--- config.mk ---
export PLATFORM = sky130hd
export DESIGN_NAME = bwts_filter
export DESIGN_NICKNAME = d
export VERILOG_FILES = /design/src/rtl/bwts_pkg.sv /design/src/rtl/bwts_filter.sv
export SDC_FILE = /design/constraint.sdc
export NUM_CORES = 2
export LEC_CHECK = 0
export BUFFER_PORTS_ARGS = -buffer_cell sky130_fd_sc_hd__buf_4
export CORE_MARGIN = 2
export CORE_UTILIZATION = 30
export CTS_BUF_LIST = sky130_fd_sc_hd__clkbuf_4 sky130_fd_sc_hd__clkbuf_8 sky130_fd_sc_hd__clkbuf_16
export CTS_CLUSTER_DIAMETER = 50
export DETAILED_ROUTE_END_ITERATION = 12
export PLACE_DENSITY = 0.5
export SLEW_MARGIN = 20
export SYNTH_ARGS = -nofsm -noshare
export SYNTH_HDL_FRONTEND = slang
export SYNTH_SLANG_ARGS = --single-unit
--- constraint.sdc ---
create_clock -name clk -period 12.3 [get_ports clk]
set_input_delay 1.845 -clock clk [delete_from_list [all_inputs] [get_ports clk]]
set_output_delay 1.845 -clock clk [all_outputs]
set_load 0.02 [all_outputs]
--- src/rtl/bwts_pkg.sv ---
`default_nettype none
// ----------------------------------------------------------------------------
// bwts_pkg
// Shared types and constants of the bilinear wrap texture sampler.
// ----------------------------------------------------------------------------
package bwts_pkg;

  // Item opcodes
  localparam logic OP_WRITE  = 1'b0;
  localparam logic OP_SAMPLE = 1'b1;

  // Configuration register indexes
  localparam logic REG_TEX_WIDTH  = 1'b0;
  localparam logic REG_TEX_HEIGHT = 1'b1;

  // Widths fixed by the word format
  localparam int unsigned TEXEL_W = 16;
  localparam int unsigned SIZE_W  = 9;
  localparam int unsigned CMP_W   = 13;  // holds sizes up to 8191

  // Texel memory control, shared by the four replicated memories
  typedef struct packed {
    logic               we;
    logic               re;
    logic [TEXEL_W-1:0] wdata;
  } mem_ctl_t;

  // Side information that travels with the texel read data
  typedef struct packed {
    logic        valid;
    logic        tex_ok;
    logic [15:0] tx;
    logic [15:0] ty;
  } lerp_ctl_t;

endpackage
`default_nettype wire

--- src/rtl/bwts_filter.sv ---
`default_nettype none
// ----------------------------------------------------------------------------
// bwts_filter
// Two row lerps, one column lerp, round to nearest and the output register.
// ----------------------------------------------------------------------------
module bwts_filter (
  input  wire logic                 clk,
  input  wire logic                 rst_n,
  input  wire bwts_pkg::lerp_ctl_t  ctl,
  input  wire logic [15:0]          tex_a,
  input  wire logic [15:0]          tex_b,
  input  wire logic [15:0]          tex_c,
  input  wire logic [15:0]          tex_d,
  output logic                      out_valid,
  output logic [15:0]               out_sample_value
);

  localparam logic [48:0] RND_HALF = 49'h0_0000_8000_0000;

  logic signed [16:0] diff_ab, diff_cd, tx_s;
  logic signed [33:0] prod_ab, prod_cd, top_full, bot_full;

  logic        s3_valid_r, s3_ok_r;
  logic [15:0] s3_ty_r;
  logic [31:0] s3_top_r, s3_bot_r;

  logic signed [32:0] diff_tb;
  logic signed [16:0] ty_s;
  logic signed [49:0] prod_tb, acc_full;

  logic        s4_valid_r, s4_ok_r;
  logic [47:0] s4_acc_r;

  logic [48:0] rnd;
  logic [16:0] r17;
  logic [15:0] sat;

  logic        out_valid_r;
  logic [15:0] out_value_r;

  // Row lerps: top = a + (b - a) * tx, kept with 16 fraction bits
  assign diff_ab  = $signed({1'b0, tex_b}) - $signed({1'b0, tex_a});
  assign diff_cd  = $signed({1'b0, tex_d}) - $signed({1'b0, tex_c});
  assign tx_s     = $signed({1'b0, ctl.tx});
  assign prod_ab  = diff_ab * tx_s;
  assign prod_cd  = diff_cd * tx_s;
  assign top_full = $signed({2'b00, tex_a, 16'h0000}) + prod_ab;
  assign bot_full = $signed({2'b00, tex_c, 16'h0000}) + prod_cd;

  always_ff @(posedge clk) begin
    if (!rst_n) begin
      s3_valid_r <= 1'b0;
    end else begin
      s3_valid_r <= ctl.valid;
    end
  end

  always_ff @(posedge clk) begin
    s3_ok_r  <= ctl.tex_ok;
    s3_ty_r  <= ctl.ty;
    s3_top_r <= top_full[31:0];
    s3_bot_r <= bot_full[31:0];
  end

  // Column lerp, 32 fraction bits; never negative
  assign diff_tb  = $signed({1'b0, s3_bot_r}) - $signed({1'b0, s3_top_r});
  assign ty_s     = $signed({1'b0, s3_ty_r});
  assign prod_tb  = diff_tb * ty_s;
  assign acc_full = $signed({2'b00, s3_top_r, 16'h0000}) + prod_tb;

  always_ff @(posedge clk) begin
    if (!rst_n) begin
      s4_valid_r <= 1'b0;
    end else begin
      s4_valid_r <= s3_valid_r;
    end
  end

  always_ff @(posedge clk) begin
    s4_ok_r  <= s3_ok_r;
    s4_acc_r <= acc_full[47:0];
  end

  // Round half up, saturate, zero for an invalid texture
  assign rnd = {1'b0, s4_acc_r} + RND_HALF;
  assign r17 = rnd[48:32];
  assign sat = r17[16] ? 16'hFFFF : r17[15:0];

  always_ff @(posedge clk) begin
    if (!rst_n) begin
      out_valid_r <= 1'b0;
    end else begin
      out_valid_r <= s4_valid_r;
    end
  end

  always_ff @(posedge clk) begin
    out_value_r <= s4_ok_r ? sat : 16'h0000;
  end

  assign out_valid        = out_valid_r;
  assign out_sample_value = out_value_r;

endmodule
`default_nettype wire

==> flow_metrics.tcl <==
set metrics [dict create \
    antenna_left 0 \
    fp.coreArea_um2 154000 \
    syn_area_per_cell_um2 9.09 \
    vias_per_cell 4.49 \
    area_delta_synth_final_pct 8.61 \
    yosys_warnings 0 \
    io_buffer_count 116 \
    rsz0062_at_grt "false" \
    critPathBufInv 7 \
    synth_cell_type_count 65 \
    tns_ns 0 \
    ys_seq_area_frac 0.0507 \
    postCtsSetupBuffers 0 \
    antenna_found_initial 1 \
    core.rowCount 144 \
    drv_cap 0 \
    io_pins 117 \
    grtUsageTotal 0.163 \
    cp_top_family "adder cells" \
    initial_core_util 0.302 \
    finalCritPeriodShare 0.850 \
    setup_viol_count_final 0 \
    grt_pass1_vias 35600 \
    synth-main-ff-cell "dfxtp_1" \
    finClkSkew_ns 0.0130 \
    nNetsFinal 6734 \
    clock_latency_ns 0.48 \
    cts_made_buffers 17 \
    crit_fanout 6 \
    async_flop_share 0 \
    first_pass_iters 5 \
    num_vias 32300 \
    netlist.area_leader.share 0.478 \
    relSlewSlack 0.260 \
    ys_ff_latch 118 \
    synth_area_um2 46600 \
    clk_pin_slew_ns 0.07 \
    grt_start_max_net_pins 37 \
    fmax_ghz 0.0957 \
    synth_area_leader_cell "fa_1" \
    multiInputGateArea_um2 38500 \
    worst_ep_required_time_ns 12.66 \
    fp.dieW_um 398 \
    cp-end-kind "register" \
    seq_area_um2 2380 \
    worst_pin_slew_ns 1.10 \
    gp_congestion 0.835 \
    htreeDepth 4 \
    nFillCells 16300 \
    ctsResizeCount 0 \
    grt-ovfl-total 0 \
    finalCriticalPeriod_ns 10.45 \
    drv_slew 0 \
    criticalPathCategory "in2reg" \
    wl_per_cell_um 17.1 \
    synth.area.top_cells "fa_1 48%, inv_1 11%, ha_1 10%" \
    hold_viol 0 \
    dp_hpwl_um 102000 \
    cp_slowest_cell "fa_1" \
    crit_path_frequent_cell "fa_1" \
    route.detailed.drc 0 \
    drt-total-wl_um 123000 \
    drive_gt1_frac 0.0536 \
    die_y_um 398 \
    worstPathArrival_ns 10.81 \
    cp-start-kind "input port" \
    synthCells 5128 \
    antenna_cells 0 \
    grt_pass1_wl_um 202000 \
    dieArea_um2 158000 \
    cts_tree "built" \
    cts-root-buf "clkbuf_16" \
    status "finished, final reports clean" \
    synth-edff-count 0 \
    min_path_type "reg2reg" \
    drtIter0Drc 1352 \
    clock_sinks 118 \
    cts_hold_buf 0 \
    synthTopCellsByCount "1387 x inv_1, 1112 x fa_1, 539 x and2_1, 518 x nand2_1, 384 x ha_1" \
    synth_most_common_cell "inv_1" \
    max_stage_delay_ns 0.55 \
    synth_nets 6724 \
    clockBufferDepth 2 \
]
worst paths after layout:
path	startpoint	to	slack [ns]	cells past startpoint
setup reg to reg	s3_top_r[2]	s4_acc_r[47]	2.10	32
hold / removal	s3_ok_r	s4_ok_r	0.34	0
setup / recovery	tex_b[0]	s3_top_r[31]	1.85	35
hold reg to reg	s3_ok_r	s4_ok_r	0.34	0
per-stage QoR:
stage / cell area [um2] / hold WS, ns / instances / setup slack [ns] / util
5_1_grt: 50600 / 0.349 / 7195 / 1.18 / 0.328
3_3_place_gp: 49900 / 0.316 / 7163 / 1.40 / 0.324
4_1_cts: 50600 / 0.348 / 7195 / 1.83 / 0.328
2_1_floorplan: 46600 / 0.310 / 5128 / 2.28 / -
6_report: 50600 / 0.340 / 7195 / 1.85 / 0.328
3_5_place_dp: 49900 / 0.322 / 7163 / 1.32 / 0.324
cell type report:
class | count | share of cell area
multi-input cells | 3438 | 0.761
repair buffers | 176 | 0.0261
flip-flops and latches | 118 | 0.0469
inverters | 1387 | 0.103
well taps | 2044 | 0.0505
clock inverters | 15 | 0.00457
clock buffers | 17 | 0.00841
placed cells by master, fill, tap and decap left out, types with 10 or more instances in the layout:
cell          n
nand2_1     518
o21a_1       23
or3_1        10
nand3b_1     11
a211oi_1     10
nor2_1       95
nand2b_1     36
a21oi_1     109
a31oi_1      11
clkbuf_16    17
nor2b_1      63
fa_1       1112
xnor2_1     117
ha_1        384
inv_1      1387
and2_1      539
a21boi_0     13
xnor2_2      10
buf_4       176
o21ai_0      58
nand3_1      34
dfxtp_1     107
dfxtp_2      11
nor3_1       32
and3_1       12
nand4_1      14
a21o_1       55
xor2_1       38
mux2_2       12
routing by layer:
metal	wire, um	track usage	part of all wire
met1	56900	0.220	0.46
met2	60600	0.286	0.49
met3	3830	0.0144	0.031
met4	1660	0.0283	0.013
met5	0	0	0
sequential cells by signal, indices dropped and copies added (netlist names):
register          count
s3_bot_r             32
s3_top_r             32
s4_acc_r             17
out_sample_value     16
s3_ty_r              16
out_valid             1
s3_ok_r               1
s3_valid_r            1
s4_ok_r               1
s4_valid_r            1
cells by family after synthesis:
family,after synthesis,share of synthesized area
buffers and inverters,1572,0.127
XOR/XNOR,175,0.0332
AND/OR/NAND/NOR,1398,0.154
AO/OA/AOI/OAI,351,0.0499
flip-flops,118,0.0507
adder cells (fa/ha/maj),1496,0.581
multiplexers,18,0.00419
Power is left out: the tool's default activity adds up to more than one toggle a clock period on the data nets, which glitch-free logic cannot reach.
