### src/rtl/bwts_pkg.sv
`default_nettype none
// ----------------------------------------------------------------------------
// bwts_pkg
// Shared types and constants of the bilinear wrap texture sampler.
// ----------------------------------------------------------------------------
package bwts_pkg;

  // Item opcodes
  localparam logic OP_WRITE  = 1'b0;
  localparam logic OP_SAMPLE = 1'b1;

  // Configuration register indexes
  localparam logic REG_TEX_WIDTH  = 1'b0;
  localparam logic REG_TEX_HEIGHT = 1'b1;

  // Widths fixed by the word format
  localparam int unsigned TEXEL_W = 16;
  localparam int unsigned SIZE_W  = 9;
  localparam int unsigned CMP_W   = 13;  // holds sizes up to 8191

  // Texel memory control, shared by the four replicated memories
  typedef struct packed {
    logic               we;
    logic               re;
    logic [TEXEL_W-1:0] wdata;
  } mem_ctl_t;

  // Side information that travels with the texel read data
  typedef struct packed {
    logic        valid;
    logic        tex_ok;
    logic [15:0] tx;
    logic [15:0] ty;
  } lerp_ctl_t;

endpackage
`default_nettype wire

### src/rtl/bwts_addr_gen.sv
`default_nettype none
// ----------------------------------------------------------------------------
// bwts_addr_gen
// Wraps and scales u/v, finds the four neighbor texels and drives the
// texel memories. Writes go through the same stage as sample reads, so
// memory accesses stay in word order and never overlap.
// ----------------------------------------------------------------------------
module bwts_addr_gen #(
  parameter int unsigned MAX_WIDTH  = 256,
  parameter int unsigned MAX_HEIGHT = 256,
  parameter int unsigned AW         = 16
) (
  input  wire logic                        clk,
  input  wire logic                        rst_n,
  input  wire logic                        accept,
  input  wire logic                        in_op,
  input  wire logic [7:0]                  in_texel_x,
  input  wire logic [7:0]                  in_texel_y,
  input  wire logic [15:0]                 in_texel_value,
  input  wire logic signed [31:0]          in_u_coord,
  input  wire logic signed [31:0]          in_v_coord,
  input  wire logic [bwts_pkg::SIZE_W-1:0] tex_width,
  input  wire logic [bwts_pkg::SIZE_W-1:0] tex_height,
  output bwts_pkg::mem_ctl_t               mem_ctl,
  output logic [3:0][AW-1:0]               mem_addr,
  output bwts_pkg::lerp_ctl_t              lerp_ctl
);

  localparam int unsigned AW1 = AW + 1;
  localparam logic [bwts_pkg::CMP_W-1:0] MAXW = bwts_pkg::CMP_W'(MAX_WIDTH);
  localparam logic [bwts_pkg::CMP_W-1:0] MAXH = bwts_pkg::CMP_W'(MAX_HEIGHT);

  // Row-major texel address
  function automatic logic [AW-1:0] tex_addr(input logic [8:0] x, input logic [8:0] y);
    logic [AW:0] full;
    full = AW1'(y) * AW1'(MAX_WIDTH) + AW1'(x);
    return full[AW-1:0];
  endfunction

  logic [8:0]  w_clamp, h_clamp;
  logic [24:0] fx_nxt, fy_nxt;
  logic        win_nxt;

  logic        s1_valid_r;
  logic        s1_op_r;
  logic        s1_ok_r;
  logic        s1_win_r;
  logic [24:0] s1_fx_r, s1_fy_r;
  logic [8:0]  s1_w_r, s1_h_r;
  logic [7:0]  s1_wx_r, s1_wy_r;
  logic [15:0] s1_wv_r;

  logic [8:0]  x0, y0, x1, y1, x0_inc, y0_inc;
  logic [AW-1:0] waddr;
  logic        is_write;

  bwts_pkg::lerp_ctl_t lerp_ctl_r;

  // Size clamp and scaling of the wrapped fraction
  assign w_clamp = ({4'b0, tex_width} > MAXW) ? MAXW[8:0] : tex_width;
  assign h_clamp = ({4'b0, tex_height} > MAXH) ? MAXH[8:0] : tex_height;
  assign fx_nxt  = 25'(in_u_coord[15:0]) * 25'(w_clamp);
  assign fy_nxt  = 25'(in_v_coord[15:0]) * 25'(h_clamp);
  assign win_nxt = ({5'b0, in_texel_x} < MAXW) && ({5'b0, in_texel_y} < MAXH);

  // Stage 1 control
  always_ff @(posedge clk) begin
    if (!rst_n) begin
      s1_valid_r <= 1'b0;
    end else begin
      s1_valid_r <= accept;
    end
  end

  // Stage 1 payload
  always_ff @(posedge clk) begin
    s1_op_r  <= in_op;
    s1_ok_r  <= (w_clamp != 9'd0) && (h_clamp != 9'd0);
    s1_win_r <= win_nxt;
    s1_fx_r  <= fx_nxt;
    s1_fy_r  <= fy_nxt;
    s1_w_r   <= w_clamp;
    s1_h_r   <= h_clamp;
    s1_wx_r  <= in_texel_x;
    s1_wy_r  <= in_texel_y;
    s1_wv_r  <= in_texel_value;
  end

  // Base texel and wrapped neighbor
  assign x0     = s1_fx_r[24:16];
  assign y0     = s1_fy_r[24:16];
  assign x0_inc = x0 + 9'd1;
  assign y0_inc = y0 + 9'd1;
  assign x1     = (x0_inc == s1_w_r) ? 9'd0 : x0_inc;
  assign y1     = (y0_inc == s1_h_r) ? 9'd0 : y0_inc;

  // Memory port drive
  assign is_write      = s1_valid_r && (s1_op_r == bwts_pkg::OP_WRITE);
  assign waddr         = tex_addr({1'b0, s1_wx_r}, {1'b0, s1_wy_r});
  assign mem_ctl.we    = is_write && s1_win_r;
  assign mem_ctl.re    = s1_valid_r && (s1_op_r == bwts_pkg::OP_SAMPLE) && s1_ok_r;
  assign mem_ctl.wdata = s1_wv_r;
  assign mem_addr[0]   = is_write ? waddr : tex_addr(x0, y0);
  assign mem_addr[1]   = is_write ? waddr : tex_addr(x1, y0);
  assign mem_addr[2]   = is_write ? waddr : tex_addr(x0, y1);
  assign mem_addr[3]   = is_write ? waddr : tex_addr(x1, y1);

  // Side info aligned with the read data; only the valid bit is reset
  always_ff @(posedge clk) begin
    if (!rst_n) begin
      lerp_ctl_r.valid <= 1'b0;
    end else begin
      lerp_ctl_r.valid <= s1_valid_r && (s1_op_r == bwts_pkg::OP_SAMPLE);
    end
    lerp_ctl_r.tex_ok <= s1_ok_r;
    lerp_ctl_r.tx     <= s1_fx_r[15:0];
    lerp_ctl_r.ty     <= s1_fy_r[15:0];
  end

  assign lerp_ctl = lerp_ctl_r;

`ifndef SYNTH
  a_no_rw_overlap: assert property (@(posedge clk) disable iff (!rst_n)
    !(mem_ctl.we && mem_ctl.re))
    else $error("texel write and read in the same cycle");

  a_read_tracked: assert property (@(posedge clk) disable iff (!rst_n)
    mem_ctl.re |=> (lerp_ctl.valid && lerp_ctl.tex_ok))
    else $error("texel read without matching filter word");
`endif

endmodule
`default_nettype wire

### config.mk
export PLATFORM = sky130hd
export DESIGN_NAME = bwts_addr_gen
export DESIGN_NICKNAME = d
export VERILOG_FILES = /design/src/rtl/bwts_pkg.sv /design/src/rtl/bwts_addr_gen.sv
export SDC_FILE = /design/constraint.sdc
export NUM_CORES = 1
export LEC_CHECK = 0
export ABC_AREA = 1
export BUFFER_PORTS_ARGS = -buffer_cell sky130_fd_sc_hd__buf_2
export CAP_MARGIN = 5
export CORE_MARGIN = 5
export CORE_UTILIZATION = 50
export CTS_CLUSTER_SIZE = 24
export DETAILED_ROUTE_END_ITERATION = 10
export HOLD_SLACK_MARGIN = 0.1
export PLACE_DENSITY = 0.74
export SLEW_MARGIN = 20
export SYNTH_ARGS = -nofsm -noshare
export SYNTH_HDL_FRONTEND = slang
export SYNTH_SLANG_ARGS = --single-unit
### constraint.sdc
create_clock -name clk -period 7.7 [get_ports clk]
set_input_delay 1.54 -clock clk [delete_from_list [all_inputs] [get_ports clk]]
set_output_delay 1.54 -clock clk [all_outputs]
set_load 0.1 [all_outputs]
==> results.yml <==
outcome:
  status: "complete, no violations"
routing:
  detail_route.wl_per_cell_um: 14.98
  ant_nets: 0
  viasPerCell: 4.965
  drt_wl_total_um: 33460
  via_count: 11091
  drtIter0Drc: 569
  drc_errors: 0
  drt_pre_antenna_iters: 5
logic_synthesis:
  synth_most_common_cell: "inv_1"
  synth_top_area_cell: "fa_1"
  async_flop_share: 0
  synth.area.top_cells: "fa_1 29%, dfxtp_1 20%, inv_1 11%, nand2_1 9.6%, ha_1 9.3%"
  yosys_warnings: 0
  yosysSeqAreaShare: 0.2035
  netlist_area_sq_um: 13480
  synth.net_count: 2111
  synthDistinctLibCells: 44
  synth_top_area_share: 0.2941
  synth_flop_cell: "dfxtp_1"
  synth-seq-cells: 137
  ys_top_cells_by_count: "392 x inv_1, 346 x nand2_1, 209 x nor2_1, 198 x fa_1, 137 x dfxtp_1"
  synth_area_per_cell_sq_um: 7.952
  synth_edf_count: 0
  syn-instance-count: 1695
worst_hold_path:
  min-delay-path-class: "flop to flop"
final_layout:
  final.fill_count: 2434
  drive_gt1_frac: 0.1416
  regArea_sq_um: 2743
  multi_input_area_sq_um: 9002
  antennaDiodeCount: 0
  stdcell_area_sq_um: 15320
  areaGrowthSynthToFinish_pct: 13.67
  final_nets: 2296
sta:
  layout_min_cycle_time_ps: 6503
  worst_pin_slew_ps: 746.4
  final.setup.tns_ps: 0
  hold_viol_final: 0
  setup_viol: 0
  fin_crit_sh: 0.8445
  finalClockSkew_ps: 15.18
  max_freq_mhz: 153.8
  slew_headroom: 0.4993
  drv_slew: 0
  rsz0062_at_grt: "no"
critical_path:
  endpoint_kind: "flop"
  path_class: "primary input to flop"
  cp.required_ps: 8000
  setup.worst_path.start_class: "primary input"
  worstPathArrival_ps: 6800
  cp_max_fo: 15
global_routing:
  grt_max_degree: 39
  use_met2: 0.4031
  grt_first_pass_wirelength_um: 56880
  grt_busiest_layer: "met2"
  grt.total_usage: 0.2303
  grt_pass1_vias: 11951
  use_met1: 0.2799
  met3_usage: 0.04002
  antenna_found_initial: 0
  overflow: 0
die:
  rows: 60
  ioPinCount: 234
  die_w_um: 174.2
  chipHeight_um: 174.2
  core_sq_um: 26730
  die-area_sq_um: 30340
  initial_core_util: 0.5043
placed_design:
  place_hpwl_um: 28300
  placed_area_sq_um: 14750
  finalWeightedCongestion: 0.9007
  portBuffers: 201
clock_network:
  cts_tree: "yes"
  insertion_delay_ps: 430
  clk_path_buf_depth: 2
  cts_root_buf: "clkbuf_16"
  cts-hold-fix-buffers: 0
  cts_resized: 0
  clock_sinks: 137
  clk_pin_slew_ps: 70
  cts_setup_buffers: 0
  htreeDepth: 4
  cts_made_buffers: 17
power_and_ir_drop:
  report.power.total_mw: 5.715
  seqPwrFrac: 0.178
  p_sw_mw: 3.515
  p_comb_frac: 0.683
  p_int_mw: 2.200
  p_sw_frac: 0.6151
  power_density_nw_per_um2: 373.0
  power_leakage_nw: 8.807
  p_clk_frac: 0.139
  ir_drop_mv: 0.4529
run:
  cap_violations: 0
## power groups by stage
stage / clock network (mW) / registers (mW) / logic [mW]
global route: 0.846 / 1.04 / 4.22
CTS: 0.814 / 1.02 / 3.92
finish: 0.793 / 1.02 / 3.90
detailed placement: 0 / 1.03 / 3.90
global placement: 0 / 1.03 / 3.86
floorplan: 0 / 1.51 / 2.77
## metal layers
layer	vias up	share of wire	routed length, um
li1	5369	-	-
met4	0	0.043	1431
met3	94	0.052	1726
met1	5296	0.41	13800
met5	-	0	0
met2	332	0.49	16500
## final cells by class
| cell class | instances | share of cell area |
|---|---|---|
| Tap cell | 341 | 0.02785 |
| Sequential cell | 137 | 0.1790 |
| Timing Repair Buffer | 213 | 0.07154 |
| Inverter | 395 | 0.09677 |
| Multi-Input combinational cell | 1116 | 0.5876 |
| Clock buffer | 18 | 0.02866 |
| Clock inverter | 14 | 0.008575 |
## critical path: stages
cell	delay [ps]
buf_2	120
nor4_1	240
nand3_1	100
nand2_1	110
nand2_1	150
inv_1	470
nand2_1	160
fa_1	560
inv_1	50
fa_1	550
inv_1	70
fa_1	490
fa_1	490
inv_1	40
ha_1	330
a21oi_1	190
nand2_1	120
a21oi_1	270
inv_1	70
a21oi_1	190
o21ai_0	170
nand2_1	90
nand2_1	70
xor2_1	150
## cell families (layout without fill, tap and decap cells)
| family | after synthesis | count (layout) | share of synthesized area |
|---|---|---|---|
| AOI/OAI and AO/OA | 116 | 116 | 0.04725 |
| xor gates and xnor gates | 60 | 60 | 0.03899 |
| adders and majority gates | 298 | 298 | 0.3869 |
| buffers and inverters | 442 | 640 | 0.1288 |
| DFF | 137 | 137 | 0.2035 |
| and+or+nand+nor | 642 | 642 | 0.1946 |
## registers in the layout (all words and copies together) (netlist names)
| signal | flops |
|---|---|
| s1_wx_r | 8 |
| lerp_ctl | 34 |
| s1_ok_r | 1 |
| s1_wv_r | 16 |
| s1_op_r | 1 |
| s1_h_r | 9 |
| s1_wy_r | 8 |
| s1_valid_r | 1 |
| s1_w_r | 9 |
| s1_fy_r | 25 |
| s1_fx_r | 25 |
## cell usage in the layout (no fill, tap or decap), types with 12 or more instances in the layout
master | netlist | layout
inv_1 | 392 | 392
clkbuf_16 | 0 | 17
ha_1 | 100 | 100
dfxtp_1 | 137 | 137
xnor2_1 | 19 | 19
fa_1 | 198 | 198
o21ai_0 | 39 | 39
nand3_1 | 40 | 40
buf_4 | 18 | 12
nand2_1 | 346 | 346
a21oi_1 | 52 | 52
xor2_1 | 41 | 41
nor2_1 | 209 | 208
buf_2 | 1 | 201
## final timing paths
path / startpoint / endpoint / slack, ps / cells after the start
setup / recovery: tex_height[1] / s1_fy_r[20]$_DFF_P_ / 1200 / 24
hold / removal: s1_fy_r[2]$_DFF_P_ / lerp_ctl[2]$_DFF_P_ / 320 / 0
setup reg to reg: s1_op_r$_DFF_P_ / lerp_ctl[33]$_SDFF_PN0_ / 7120 / 1
hold reg to reg: s1_fy_r[2]$_DFF_P_ / lerp_ctl[2]$_DFF_P_ / 320 / 0
## through the flow
stage	hold WS, ps	setup slack (ps)	util	cells
finish	320.2	1197	0.5733	2234
global placement	309.9	865.5	0.5519	2202
detailed placement	312.1	841.0	0.5519	2202
global route	328.8	828.0	0.5733	2234
CTS	326.2	1280	0.5733	2234
floorplan	309.6	1408	-	1695
(Power assumes the default switching activity.)
